$ cat src/rtl/btp_pkg.sv
// ============================================================================
// btp_pkg
// Shared types and constants for the bencode token parser.
// ============================================================================
`default_nettype none

package btp_pkg;

    // parser modes, one-hot
    typedef enum logic [3:0] {
        MODE_TOKEN = 4'b0001,
        MODE_INT   = 4'b0010,
        MODE_LEN   = 4'b0100,
        MODE_STR   = 4'b1000
    } t_mode;

    // token kinds
    localparam logic [2:0] TK_INT  = 3'd0;
    localparam logic [2:0] TK_HDR  = 3'd1;
    localparam logic [2:0] TK_BYTE = 3'd2;
    localparam logic [2:0] TK_LIST = 3'd3;
    localparam logic [2:0] TK_DICT = 3'd4;
    localparam logic [2:0] TK_END  = 3'd5;
    localparam logic [2:0] TK_ERR  = 3'd6;

    // error codes
    localparam logic [2:0] ERR_UNEXP = 3'd0;
    localparam logic [2:0] ERR_DEEP  = 3'd1;
    localparam logic [2:0] ERR_STRAY = 3'd2;
    localparam logic [2:0] ERR_OVF   = 3'd3;
    localparam logic [2:0] ERR_NONE  = 3'd4;

    // stream characters
    localparam logic [7:0] CH_E     = 8'h65;  // 'e'
    localparam logic [7:0] CH_COLON = 8'h3A;  // ':'
    localparam logic [7:0] CH_L     = 8'h6C;  // 'l'
    localparam logic [7:0] CH_I     = 8'h69;  // 'i'
    localparam logic [7:0] CH_ZERO  = 8'h30;  // '0'
    localparam logic [7:0] CH_NINE  = 8'h39;  // '9'
    localparam logic [7:0] CH_D     = 8'h64;  // 'd'
    localparam logic [7:0] CH_MINUS = 8'h2D;  // '-'

    // integer limits, in the width of acc*10+d
    localparam logic [67:0] INT_LIM_POS = 68'h0_7FFF_FFFF_FFFF_FFFF;
    localparam logic [67:0] INT_LIM_NEG = 68'h0_8000_0000_0000_0000;

    // one result item
    typedef struct packed {
        logic [2:0]  token_kind;
        logic [63:0] number;
        logic [7:0]  data_byte;
        logic        final_byte;
        logic [5:0]  nest_level;
        logic        is_dict;
        logic [2:0]  error_code;
    } t_result;

    // nesting stack command and status
    typedef struct packed {
        logic push;
        logic pop;
        logic kind;   // 1 = dictionary
    } t_stk_cmd;

    typedef struct packed {
        logic full;
        logic empty;
        logic top_kind;
    } t_stk_stat;

endpackage

`default_nettype wire

$ cat src/rtl/btp_stack.sv
// ============================================================================
// btp_stack
// Container-kind stack with a registered top and a prefetched second entry.
// ============================================================================
`default_nettype none

module btp_stack
    import btp_pkg::*;
#(
    parameter int MAX_DEPTH = 32,
    parameter int DEPTH_W   = $clog2(MAX_DEPTH + 1)
) (
    input  wire logic               i_clk,
    input  wire logic               i_rst_n,
    input  wire t_stk_cmd           i_cmd,
    output t_stk_stat               o_stat,
    output logic [DEPTH_W-1:0]      o_depth,
    output logic [DEPTH_W-1:0]      o_depth_next
);

    localparam int ADDR_W = (MAX_DEPTH > 1) ? $clog2(MAX_DEPTH) : 1;

    logic               r_kinds [MAX_DEPTH];
    logic [DEPTH_W-1:0] r_depth;
    logic [DEPTH_W-1:0] n_depth;
    logic               r_top;
    logic               n_top;
    logic               r_below;     // entry under the top, prefetched
    logic [DEPTH_W-1:0] rd_full;
    logic [ADDR_W-1:0]  rd_addr;

    always_comb begin
        n_depth = r_depth;
        n_top   = r_top;
        if (i_cmd.push) begin
            n_depth = r_depth + 1'b1;
            n_top   = i_cmd.kind;
        end else if (i_cmd.pop) begin
            n_depth = r_depth - 1'b1;
            n_top   = r_below;
        end
        rd_full = (n_depth >= DEPTH_W'(2)) ? (n_depth - DEPTH_W'(2)) : '0;
        rd_addr = rd_full[ADDR_W-1:0];
    end

    always_ff @(posedge i_clk) begin
        if (!i_rst_n) begin
            r_depth <= '0;
        end else begin
            r_depth <= n_depth;
        end
    end

    // write old depth, read new depth - 2 (min 0): differ but on a push to empty
    always_ff @(posedge i_clk) begin
        if (i_cmd.push) begin
            r_kinds[r_depth[ADDR_W-1:0]] <= i_cmd.kind;
        end
        r_below <= r_kinds[rd_addr];
        r_top   <= n_top;
    end

    assign o_stat.full     = (r_depth == DEPTH_W'(MAX_DEPTH));
    assign o_stat.empty    = (r_depth == '0);
    assign o_stat.top_kind = r_top;
    assign o_depth         = r_depth;
    assign o_depth_next    = n_depth;

endmodule

`default_nettype wire

$ cat src/rtl/btp_obuf.sv
// ============================================================================
// btp_obuf
// Result register with a skid stage; accepts while the skid stage is empty.
// ============================================================================
`default_nettype none

module btp_obuf
    import btp_pkg::*;
(
    input  wire logic    i_clk,
    input  wire logic    i_rst_n,
    input  wire logic    i_valid,
    input  wire t_result i_res,
    output logic         o_ready,
    output logic         o_valid,
    input  wire logic    i_ready,
    output t_result      o_res
);

    logic    r_out_valid;
    t_result r_out;
    logic    r_skid_valid;
    t_result r_skid;

    always_ff @(posedge i_clk) begin
        if (!i_rst_n) begin
            r_out_valid  <= 1'b0;
            r_skid_valid <= 1'b0;
        end else if (r_out_valid && !i_ready) begin
            if (i_valid) begin
                r_skid_valid <= 1'b1;
            end
        end else if (r_skid_valid) begin
            r_out_valid  <= 1'b1;
            r_skid_valid <= 1'b0;
        end else begin
            r_out_valid <= i_valid;
        end
    end

    always_ff @(posedge i_clk) begin
        if (r_out_valid && !i_ready) begin
            if (i_valid) begin
                r_skid <= i_res;
            end
        end else if (r_skid_valid) begin
            r_out <= r_skid;
        end else if (i_valid) begin
            r_out <= i_res;
        end
    end

    assign o_ready = !r_skid_valid;
    assign o_valid = r_out_valid;
    assign o_res   = r_out;

endmodule

`default_nettype wire

$ cat src/rtl/bencode_token_parser_top.sv
// ============================================================================
// bencode_token_parser_top
// Bencode tokenizer: one stream byte in, at most one token item out.
// ============================================================================
// The block takes one byte per cycle when not stalled and emits zero or one
// token item per byte: integer values, string headers with their length,
// string payload bytes (tlast on the last byte of a string), list/dict
// starts and container ends, plus error items (unexpected byte, nesting too
// deep, stray end, number overflow). After an error it returns to token mode
// and keeps going with the next byte. Each byte is decoded by logic between
// the parser state registers and the result register; the critical path is
// the acc*10+d add and its range compare. Throughput is one byte per cycle
// while the input is not stalled; results are registered. A two-entry result
// buffer decouples the sides, so input stalls only once two results are
// waiting on the consumer. Nesting kinds live in a small memory with the top
// entry held in a register and the next one prefetched, no clearing pass.
`default_nettype none

module bencode_token_parser_top
    import btp_pkg::*;
#(
    parameter int MAX_DEPTH = 32,
    parameter int LEN_BITS  = 32
) (
    input  wire logic        i_clk,
    input  wire logic        i_rst_n,
    // input stream
    input  wire logic        i_s_tvalid,
    output logic             o_s_tready,
    input  wire logic [7:0]  i_s_tdata,   // [7:0] in_byte
    // token stream
    output logic             o_m_tvalid,
    input  wire logic        i_m_tready,
    output logic [79:0]      o_m_tdata,   // [63:0] number, [71:64] data_byte,
                                          // [77:72] nest_level, [79:78] zero
    output logic [7:0]       o_m_tuser,   // [2:0] token_kind, [3] is_dict,
                                          // [6:4] error_code, [7] zero
    output logic             o_m_tlast    // final_byte
);

    localparam int          DEPTH_W   = $clog2(MAX_DEPTH + 1);
    localparam logic [67:0] LEN_LIMIT = (68'd1 << LEN_BITS) - 68'd1;

    // parser state
    t_mode               r_mode, n_mode;
    logic [63:0]         r_acc, n_acc;
    logic                r_minus, n_minus;
    logic                r_digit, n_digit;
    logic [LEN_BITS-1:0] r_rem, n_rem;

    logic        s_acc;
    logic [7:0]  b;
    logic        is_digit;
    logic [3:0]  d;
    logic [67:0] acc_w;
    logic [67:0] sum;
    logic        int_fits;
    logic        len_fits;

    logic        emit;
    logic        fail;
    logic [2:0]  fail_code;
    t_result     res;
    t_result     res_nl;
    t_stk_cmd    cmd_raw;
    t_stk_cmd    stk_cmd;
    t_stk_stat   stk_stat;
    logic [DEPTH_W-1:0] depth;
    logic [DEPTH_W-1:0] depth_next;
    logic [DEPTH_W+5:0] depth_ext;
    logic        obuf_ready;
    t_result     out_res;

    assign s_acc      = i_s_tvalid && obuf_ready;
    assign o_s_tready = obuf_ready;
    assign b          = i_s_tdata;
    assign is_digit   = (b >= CH_ZERO) && (b <= CH_NINE);
    assign d          = is_digit ? b[3:0] : 4'd0;

    // acc*10 + d, wide enough that it cannot wrap
    assign acc_w    = {4'd0, r_acc};
    assign sum      = (acc_w << 3) + (acc_w << 1) + {64'd0, d};
    assign int_fits = (sum <= (r_minus ? INT_LIM_NEG : INT_LIM_POS));
    assign len_fits = (sum <= LEN_LIMIT);

    always_comb begin
        n_mode    = r_mode;
        n_acc     = r_acc;
        n_minus   = r_minus;
        n_digit   = r_digit;
        n_rem     = r_rem;
        emit      = 1'b0;
        fail      = 1'b0;
        fail_code = ERR_UNEXP;
        cmd_raw   = '0;
        res       = '0;
        res.error_code = ERR_NONE;

        unique case (r_mode)
            MODE_INT: begin
                if (b == CH_MINUS && !r_minus && !r_digit) begin
                    n_minus = 1'b1;
                end else if (is_digit) begin
                    if (!int_fits) begin
                        fail      = 1'b1;
                        fail_code = ERR_OVF;
                    end else begin
                        n_acc   = sum[63:0];
                        n_digit = 1'b1;
                    end
                end else if (b == CH_E && r_digit) begin
                    emit           = 1'b1;
                    res.token_kind = TK_INT;
                    res.number     = r_minus ? (~r_acc + 64'd1) : r_acc;
                    n_mode         = MODE_TOKEN;
                    n_acc          = '0;
                    n_minus        = 1'b0;
                    n_digit        = 1'b0;
                end else begin
                    fail = 1'b1;
                end
            end
            MODE_LEN: begin
                if (is_digit) begin
                    if (!len_fits) begin
                        fail      = 1'b1;
                        fail_code = ERR_OVF;
                    end else begin
                        n_acc = sum[63:0];
                    end
                end else if (b == CH_COLON) begin
                    emit           = 1'b1;
                    res.token_kind = TK_HDR;
                    res.number     = r_acc;
                    n_acc          = '0;
                    n_digit        = 1'b0;
                    n_rem          = r_acc[LEN_BITS-1:0];
                    n_mode         = (r_acc == '0) ? MODE_TOKEN : MODE_STR;
                end else begin
                    fail = 1'b1;
                end
            end
            MODE_STR: begin
                emit           = 1'b1;
                res.token_kind = TK_BYTE;
                res.data_byte  = b;
                n_rem          = (r_rem == '0) ? '0 : (r_rem - 1'b1);
                res.final_byte = (r_rem <= LEN_BITS'(1));
                if (res.final_byte) begin
                    n_mode = MODE_TOKEN;
                end
            end
            MODE_TOKEN: begin
                if (b == CH_I) begin
                    n_mode  = MODE_INT;
                    n_acc   = '0;
                    n_minus = 1'b0;
                    n_digit = 1'b0;
                end else if (is_digit) begin
                    n_mode  = MODE_LEN;
                    n_acc   = {60'd0, d};
                    n_digit = 1'b1;
                end else if (b == CH_L || b == CH_D) begin
                    if (stk_stat.full) begin
                        fail      = 1'b1;
                        fail_code = ERR_DEEP;
                    end else begin
                        emit           = 1'b1;
                        cmd_raw.push   = 1'b1;
                        cmd_raw.kind   = (b == CH_D);
                        res.is_dict    = (b == CH_D);
                        res.token_kind = (b == CH_D) ? TK_DICT : TK_LIST;
                    end
                end else if (b == CH_E) begin
                    if (stk_stat.empty) begin
                        fail      = 1'b1;
                        fail_code = ERR_STRAY;
                    end else begin
                        emit           = 1'b1;
                        cmd_raw.pop    = 1'b1;
                        res.is_dict    = stk_stat.top_kind;
                        res.token_kind = TK_END;
                    end
                end else begin
                    fail = 1'b1;
                end
            end
            default: begin
                n_mode = MODE_TOKEN;
            end
        endcase

        // any error: back to token mode, integer scratch cleared
        if (fail) begin
            emit           = 1'b1;
            res            = '0;
            res.token_kind = TK_ERR;
            res.error_code = fail_code;
            n_mode         = MODE_TOKEN;
            n_acc          = '0;
            n_minus        = 1'b0;
            n_digit        = 1'b0;
        end
    end

    // depth after this item goes into the result
    always_comb begin
        depth_ext         = {6'd0, depth_next};
        res_nl            = res;
        res_nl.nest_level = depth_ext[5:0];
    end

    always_ff @(posedge i_clk) begin
        if (!i_rst_n) begin
            r_mode  <= MODE_TOKEN;
            r_acc   <= '0;
            r_minus <= 1'b0;
            r_digit <= 1'b0;
            r_rem   <= '0;
        end else if (s_acc) begin
            r_mode  <= n_mode;
            r_acc   <= n_acc;
            r_minus <= n_minus;
            r_digit <= n_digit;
            r_rem   <= n_rem;
        end
    end

    // stack only moves on an accepted byte
    always_comb begin
        stk_cmd      = cmd_raw;
        stk_cmd.push = cmd_raw.push && s_acc;
        stk_cmd.pop  = cmd_raw.pop && s_acc;
    end

    btp_stack #(
        .MAX_DEPTH (MAX_DEPTH),
        .DEPTH_W   (DEPTH_W)
    ) u_stack (
        .i_clk        (i_clk),
        .i_rst_n      (i_rst_n),
        .i_cmd        (stk_cmd),
        .o_stat       (stk_stat),
        .o_depth      (depth),
        .o_depth_next (depth_next)
    );

    btp_obuf u_obuf (
        .i_clk   (i_clk),
        .i_rst_n (i_rst_n),
        .i_valid (s_acc && emit),
        .i_res   (res_nl),
        .o_ready (obuf_ready),
        .o_valid (o_m_tvalid),
        .i_ready (i_m_tready),
        .o_res   (out_res)
    );

    assign o_m_tdata = {2'b00, out_res.nest_level, out_res.data_byte, out_res.number};
    assign o_m_tuser = {1'b0, out_res.error_code, out_res.is_dict, out_res.token_kind};
    assign o_m_tlast = out_res.final_byte;

    // ------------------------------------------------------------------------
    // assertions
    // ------------------------------------------------------------------------
    a_str_len_nonzero: assert property (@(posedge i_clk) disable iff (!i_rst_n)
        (r_mode == MODE_STR) |-> (r_rem != '0))
        else $error("string mode with no bytes left");

    a_depth_bound: assert property (@(posedge i_clk) disable iff (!i_rst_n)
        depth <= DEPTH_W'(MAX_DEPTH))
        else $error("nesting depth beyond limit");

    a_minus_int_only: assert property (@(posedge i_clk) disable iff (!i_rst_n)
        r_minus |-> (r_mode == MODE_INT))
        else $error("minus flag outside integer mode");

    a_push_depth: assert property (@(posedge i_clk) disable iff (!i_rst_n)
        (s_acc && r_mode == MODE_TOKEN && (b == CH_L || b == CH_D) && !stk_stat.full)
        |=> (depth == DEPTH_W'($past(depth) + 1'b1)))
        else $error("container start did not raise depth");

endmodule

`default_nettype wire
$ cat config.mk
export PLATFORM = sky130hd
export DESIGN_NAME = bencode_token_parser_top
export DESIGN_NICKNAME = d
export VERILOG_FILES = /design/src/rtl/btp_pkg.sv /design/src/rtl/btp_stack.sv /design/src/rtl/btp_obuf.sv /design/src/rtl/bencode_token_parser_top.sv
export SDC_FILE = /design/constraint.sdc
export NUM_CORES = 1
export LEC_CHECK = 0
export CORE_UTILIZATION = 35
export CTS_CLUSTER_DIAMETER = 200
export CTS_CLUSTER_SIZE = 40
export DETAILED_ROUTE_END_ITERATION = 8
export DONT_BUFFER_PORTS = 1
export PLACE_DENSITY = 0.55
export SYNTH_ARGS = -nofsm -noshare
export SYNTH_HDL_FRONTEND = slang
export SYNTH_SLANG_ARGS = --single-unit
export TNS_END_PERCENT = 100
$ cat constraint.sdc
create_clock -name i_clk -period 13.2 [get_ports i_clk]
set_clock_uncertainty 0.2 [all_clocks]
set_input_delay 1.32 -clock i_clk [delete_from_list [all_inputs] [get_ports i_clk]]
set_output_delay 1.32 -clock i_clk [all_outputs]
set_load 0.05 [all_outputs]
# Word level (Yosys, flattened, before mapping)
# Memories as Yosys holds them, arrays and structs flattened. A register that Yosys moved wholly into a read port is not among the register bits.
# Cells that the tools add are included.
# op_classes
n_reduce_logical	30
mux	122
order_cmp	6
bitwise_logic	2
n_eq_ne	27
shifts	0
addsub	7
n_div	0
n_mul	0
# ops
operator	count
64-bit two-way mux	15
86-bit two-way mux	3
64-bit one-hot mux with 3 select lines	1
65-bit two-way mux	2
64-bit one-hot mux with 2 select lines	1
32-bit two-way mux	3
67-bit by 65-bit adder with 68-bit output	1
68-bit by 4-bit adder with 68-bit output	1
68-bit by 32-bit <= comparator with 1-bit output (second input constant)	1
68-bit by 64-bit <= comparator with 1-bit output	1
64-bit by 1-bit adder with 64-bit output (second input constant)	1
64-bit logical NOT	1
64-bit NOT	1
32-bit one-hot mux with 2 select lines	1
1-bit two-way mux	54
4-bit two-way mux	11
3-bit two-way mux	13
8-bit by 7-bit == test with 1-bit output (second input constant)	4
32-bit by 1-bit <= comparator with 1-bit output (second input constant)	1
32-bit logical NOT	1
32-bit by 1-bit subtractor with 32-bit output (second input constant)	1
4-bit inequality test (second input constant)	7
8-bit AND reduction	3
3-bit inequality test (second input constant)	7
other kinds (34)	59
# word_totals
elab_cells	218
latch_bits	0
register_bits	283
input_bits	12
mem_bits_ro	0
ram_bits	32
mem_count	1
out_inout_bits	91
# memory_table
memory	words	word_bits	rd	rd_ports_with_merged_regs	wr	line	rtl
u_stack.r_kinds	32	1	1	1	1	btp_stack.sv:23	logic r_kinds [MAX_DEPTH];

# Depth between registers and ports, before layout
# logic_depth
ltp_word	13
depth_mapped	33
ltp_nobuf	30

# Cells and area by module
# From an unflattened synthesis, not the netlist that was laid out.
# hier_totals
cells_unflattened	2469
area_unflattened_um2	22738.1
# by_module_without_submodules
mod	instances	cells_each	area_per_inst_um2	seq_area_each_um2
bencode_token_parser_top	1	1981	14248.7	2042.0
btp_obuf	1	277	6313.6	5205.0
btp_stack	1	211	2175.8	1131.1

# Least setup slack after synthesis
# No wires, ideal clock.
# synth_path
kind	input to register
startpoint	input i_s_tdata[7]
endpoint	register u_obuf.r_out (netlist bit u_obuf.o_res[0]) (enable)
path_slack_ns	1.441
t_required_ns	12.441
cell_stages	29
arrival_ns	11.000
path_buffers	1
setup_time_ns	0.559
cell_sequence	nor4bb_1 and2_1 clkbuf_1 nand2_1 fa_1 inv_1 ha_1 a211oi_1 o21ai_1 a31oi_1 o221ai_1 a21oi_1 nor3_1 or2_2 xor2_1 ha_1 nand4_1 or2_2 nor2_1 nand2_1 o21ai_0 a211oi_1 o211ai_1 nand3_1 nand2_1 a31oi_1 nor2_2 o21ai_0 a21oi_1
# synth_between
elab_chain_len	13
word_cells_on_any_way	43
classes_between	add/sub: 1; order compare: 4; eq/ne: 6; mux: 24; reduce/logical: 8
# synth_lines
element	line	rtl
from (decl)	bencode_token_parser_top.sv:30	input wire logic [7:0] i_s_tdata,
8-bit by 6-bit >= comparator with 1-bit output or 8-bit by 6-bit <= comparator with 1-bit output (tied branches)	bencode_token_parser_top.sv:77	assign is_digit = (b >= CH_ZERO) && (b <= CH_NINE);
1-bit logical AND	bencode_token_parser_top.sv:77	
4-bit two-way mux	bencode_token_parser_top.sv:78	assign d = is_digit ? b[3:0] : 4'd0;
68-bit by 4-bit adder with 68-bit output	bencode_token_parser_top.sv:82	assign sum = (acc_w << 3) + (acc_w << 1) + {64'd0, d};
68-bit by 64-bit <= comparator with 1-bit output	bencode_token_parser_top.sv:83	assign int_fits = (sum <= (r_minus ? INT_LIM_NEG : INT_LIM_POS));
1-bit two-way mux	bencode_token_parser_top.sv:104	if (!int_fits) begin
1-bit two-way mux	bencode_token_parser_top.sv:103	end else if (is_digit) begin
1-bit two-way mux	bencode_token_parser_top.sv:101	if (b == CH_MINUS && !r_minus && !r_digit) begin
1-bit one-hot mux with 3 select lines	bencode_token_parser_top.sv:99	unique case (r_mode)
1-bit two-way mux (*)	bencode_token_parser_top.sv:194	if (fail) begin
1-bit logical AND (*)	bencode_token_parser_top.sv:251	.i_valid (s_acc && emit),
2-bit nonzero test (no source line) (*)	-	
2-bit AND reduction (no source line) (*)	-	
to (signal assigned)	btp_obuf.sv:47	r_out <= r_skid;
to (signal assigned)	btp_obuf.sv:49	r_out <= i_res;
to (decl)	btp_obuf.sv:21	t_result r_out;
# Mark *: on every way between the ends. The rest lies on a longest branch, timed or not.
# A chain may end at the register's enable or synchronous reset.

# Worst setup path in the final report
# layout_path
startpoint	input i_s_tdata[4]
endpoint	register u_obuf.r_out (netlist bit u_obuf.o_res[60]) (enable)
# Same word-level chain as after synthesis.

==> metrics.txt <==
Ports 103; post-synthesis compound-gate area fraction 0.222; f_max 102 MHz; layout cell share with drive strength beyond 1 0.0709; slowest stage delay, CP 750 ps; vias per cell 5.99; Simple-Gate Fraction of Synth Area 0.188; final hold violation count 0; hold endpoint r_rem[10]; Total Die Area 64000 µm²; clock slew seen by the registers of the worst setup and hold paths 150 ps; Pwr Density 75.3 nW/µm²; Post-CTS Setup Bufs 0; H-tree depth 1; reg-to-reg slack, setup 4680 ps; Worst Setup SP i_s_tdata[4]; final WL 71900 µm; most numerous cell in the Yosys netlist nand2_1; HP Class reg -> reg; Clock Tree Buf Depth 3; r2r endpoint u_obuf.o_res[60]; fin util 0.376; relative slew slack 0.258; DRC viols 0; total number of vias 19200; final worst-path cycle share 0.743; clk sinks 316; pin count of the biggest net entering global routing 74; largest family of logic cells by synthesized area compound AO/OA/AOI/OAI gates; hold path depth 2; Die W 253 µm; total congestion overflow 0; Seq/Total Area, Yosys 0.380; Synth Area in XOR/XNOR 0.0282; Max IR drop VDD 0.0788 mV; Worst EP arrival 9780 ps; post-synth cell types 90; CP max-delay cell a21oi_4; NumNets Final 2577; Core ar. 61900 µm²; FF-to-FF Start r_acc[0]; crit start category primary input; CP max FO 46; design area 23300 µm²; CP Capture Type flip-flop; cell taking the most area after synthesis edfxtp_1; antenna cells 0; Placer Congestion 0.984; placed cell area 23000 µm²; run status complete, no violations; flip-flop and latch count after synthesis 316; RSZ-0062 raised after global routing no; Pwr Total 0.00175 W; CTS tree yes; vias in the first global route 17800; HP Start r_rem[10]; # rows 91; Setup violations, final 0; Leak 9.42 nW; Synth Cell Area 22100 µm²; post-synthesis mux area share 0.0385; adder-cell area share of the yosys netlist 0.115; die height 253 µm; Synth async-reset ratio 0; Layout area overhead 5.58%; kind of critical path in -> reg; Post-CTS Hold Fix Bufs 0; DRT iter0 DRCs 1804; max-cap violations 0; Routed Antenna Nets 0; setup tns final 0 ps; minimum clock period 9810 ps; Worst EP required 13170 ps; Avg Cell Area, Syn 9.08 µm²; CTS resizes 0; first-pass GRT wire length 109000 µm; Post-synth EDFFs 205; dpl hpwl 55000 µm; Cells after Synth 2430; Overall Global Routing Usage 0.219; WL per Instance 22.4 µm; yosys warns 0; Starting Density 0.356; number of CTS-inserted buffers 11; top cells by count, synth 262 x nand2_1, 225 x nor2_1, 205 x a21oi_1, 205 x edfxtp_1, 199 x ha_1; Worst R2R Path Depth 26; Port Buffers 0; Worst-Margin Slew 1110 ps; post-synth top area share 0.279; initial antenna violation count 1; clk_lat worst skew 530 ps; Pins Over Slew Limit 0; ys flop type edfxtp_1; Synth area leaders edfxtp_1 28%, ha_1 11%, dfxtp_1 10%; DRT Pass-1 Iters 6; Root Buffer Master clkbuf_16
flip-flops by register name, summed over array words and instances, names as in the netlist:
register             count
r_acc                   64
r_digit                  1
r_minus                  1
r_mode                   4
r_rem                   32
u_obuf.o_res            86
u_obuf.o_valid           1
u_obuf.r_skid           86
u_obuf.r_skid_valid      1
u_stack.o_depth          6
u_stack.r_below          1
u_stack.r_kinds         32
u_stack.r_top            1
cell type report:
class,instances,area (µm²)
flip-flops and latches,316,8380
clock buffers,16,294
multi-input cells,1954,13100
fillers,6255,38700
inverters,46,175
repair buffers,35,263
clock inverters,1,30.0
well taps,837,1050
metrics by stage:
step	hold WS, ps	std cells	worst slack (ps)
2_1_floorplan	248	2432	1440
3_3_place_gp	261	3188	3140
3_5_place_dp	271	3188	2900
4_1_cts	292	3205	3380
5_1_grt	322	3205	2500
6_report	294	3205	3390
kinds of logic after synthesis:
group | count (synthesis)
other cells | 1
simple gates | 857
flops | 316
compound gates | 746
buf+inv | 162
mux | 76
fa+ha+maj | 201
xor+xnor | 71
power breakdown:
part           switching [W]   total, W  internal [W]
sequential          0.000102    0.00119       0.00108
clock               0.000296   0.000475      0.000179
combinational      0.0000735  0.0000937     0.0000202
total               0.000471    0.00175       0.00128
worst max-delay path by stage:
stage / endpoint / slack (ps) / depth (start not counted)
2_1_floorplan: u_obuf.o_res[0] / 1440 / 29
3_3_place_gp: u_obuf.o_res[69] / 3140 / 28
3_5_place_dp: u_obuf.o_res[69] / 2900 / 28
4_1_cts: u_obuf.o_res[74] / 3380 / 28
5_1_grt: u_obuf.o_res[71] / 2500 / 28
6_report: u_obuf.o_res[60] / 3390 / 28
cell usage in the layout, fill, tap and decap left out, types with 15 or more instances in the layout:
cell | netlist | routed
edfxtp_1 | 205 | 205
inv_1 | 41 | 41
nor2_1 | 225 | 223
nand2b_1 | 21 | 21
and2_1 | 25 | 25
xor2_1 | 32 | 32
ha_1 | 199 | 199
o21ai_0 | 181 | 181
nand4_1 | 48 | 48
nor4_1 | 29 | 29
nor3_1 | 70 | 68
or3_1 | 25 | 25
a22o_1 | 30 | 30
mux2_2 | 61 | 61
a32o_1 | 41 | 41
buf_4 | 3 | 35
xnor2_1 | 39 | 39
o31ai_1 | 49 | 49
a21o_1 | 50 | 50
a211oi_1 | 15 | 15
o21a_1 | 18 | 18
or4_1 | 17 | 17
nand2_1 | 262 | 262
dfxtp_1 | 111 | 110
nor2b_1 | 18 | 18
a31oi_1 | 15 | 15
a21oi_1 | 205 | 203
nand3_1 | 49 | 49
and3_1 | 15 | 15
critical path: cells and delay by family:
kind / cells / cell delay (ps)
xor gates and xnor gates: 1 / 140
buffers and inverters: 2 / 660
and+or+nand+nor: 10 / 2730
adders and majority gates: 3 / 1220
AOI/OAI and AO/OA: 12 / 3630
layer usage:
| metal | track usage | wire length, µm |
|---|---|---|
| met2 | 0.328 | 30400 |
| met1 | 0.331 | 35300 |
| met5 | 0 | 0 |
| met3 | 0.0273 | 4690 |
| met4 | 0.0495 | 1500 |
Power figures use the tool's default switching activity.
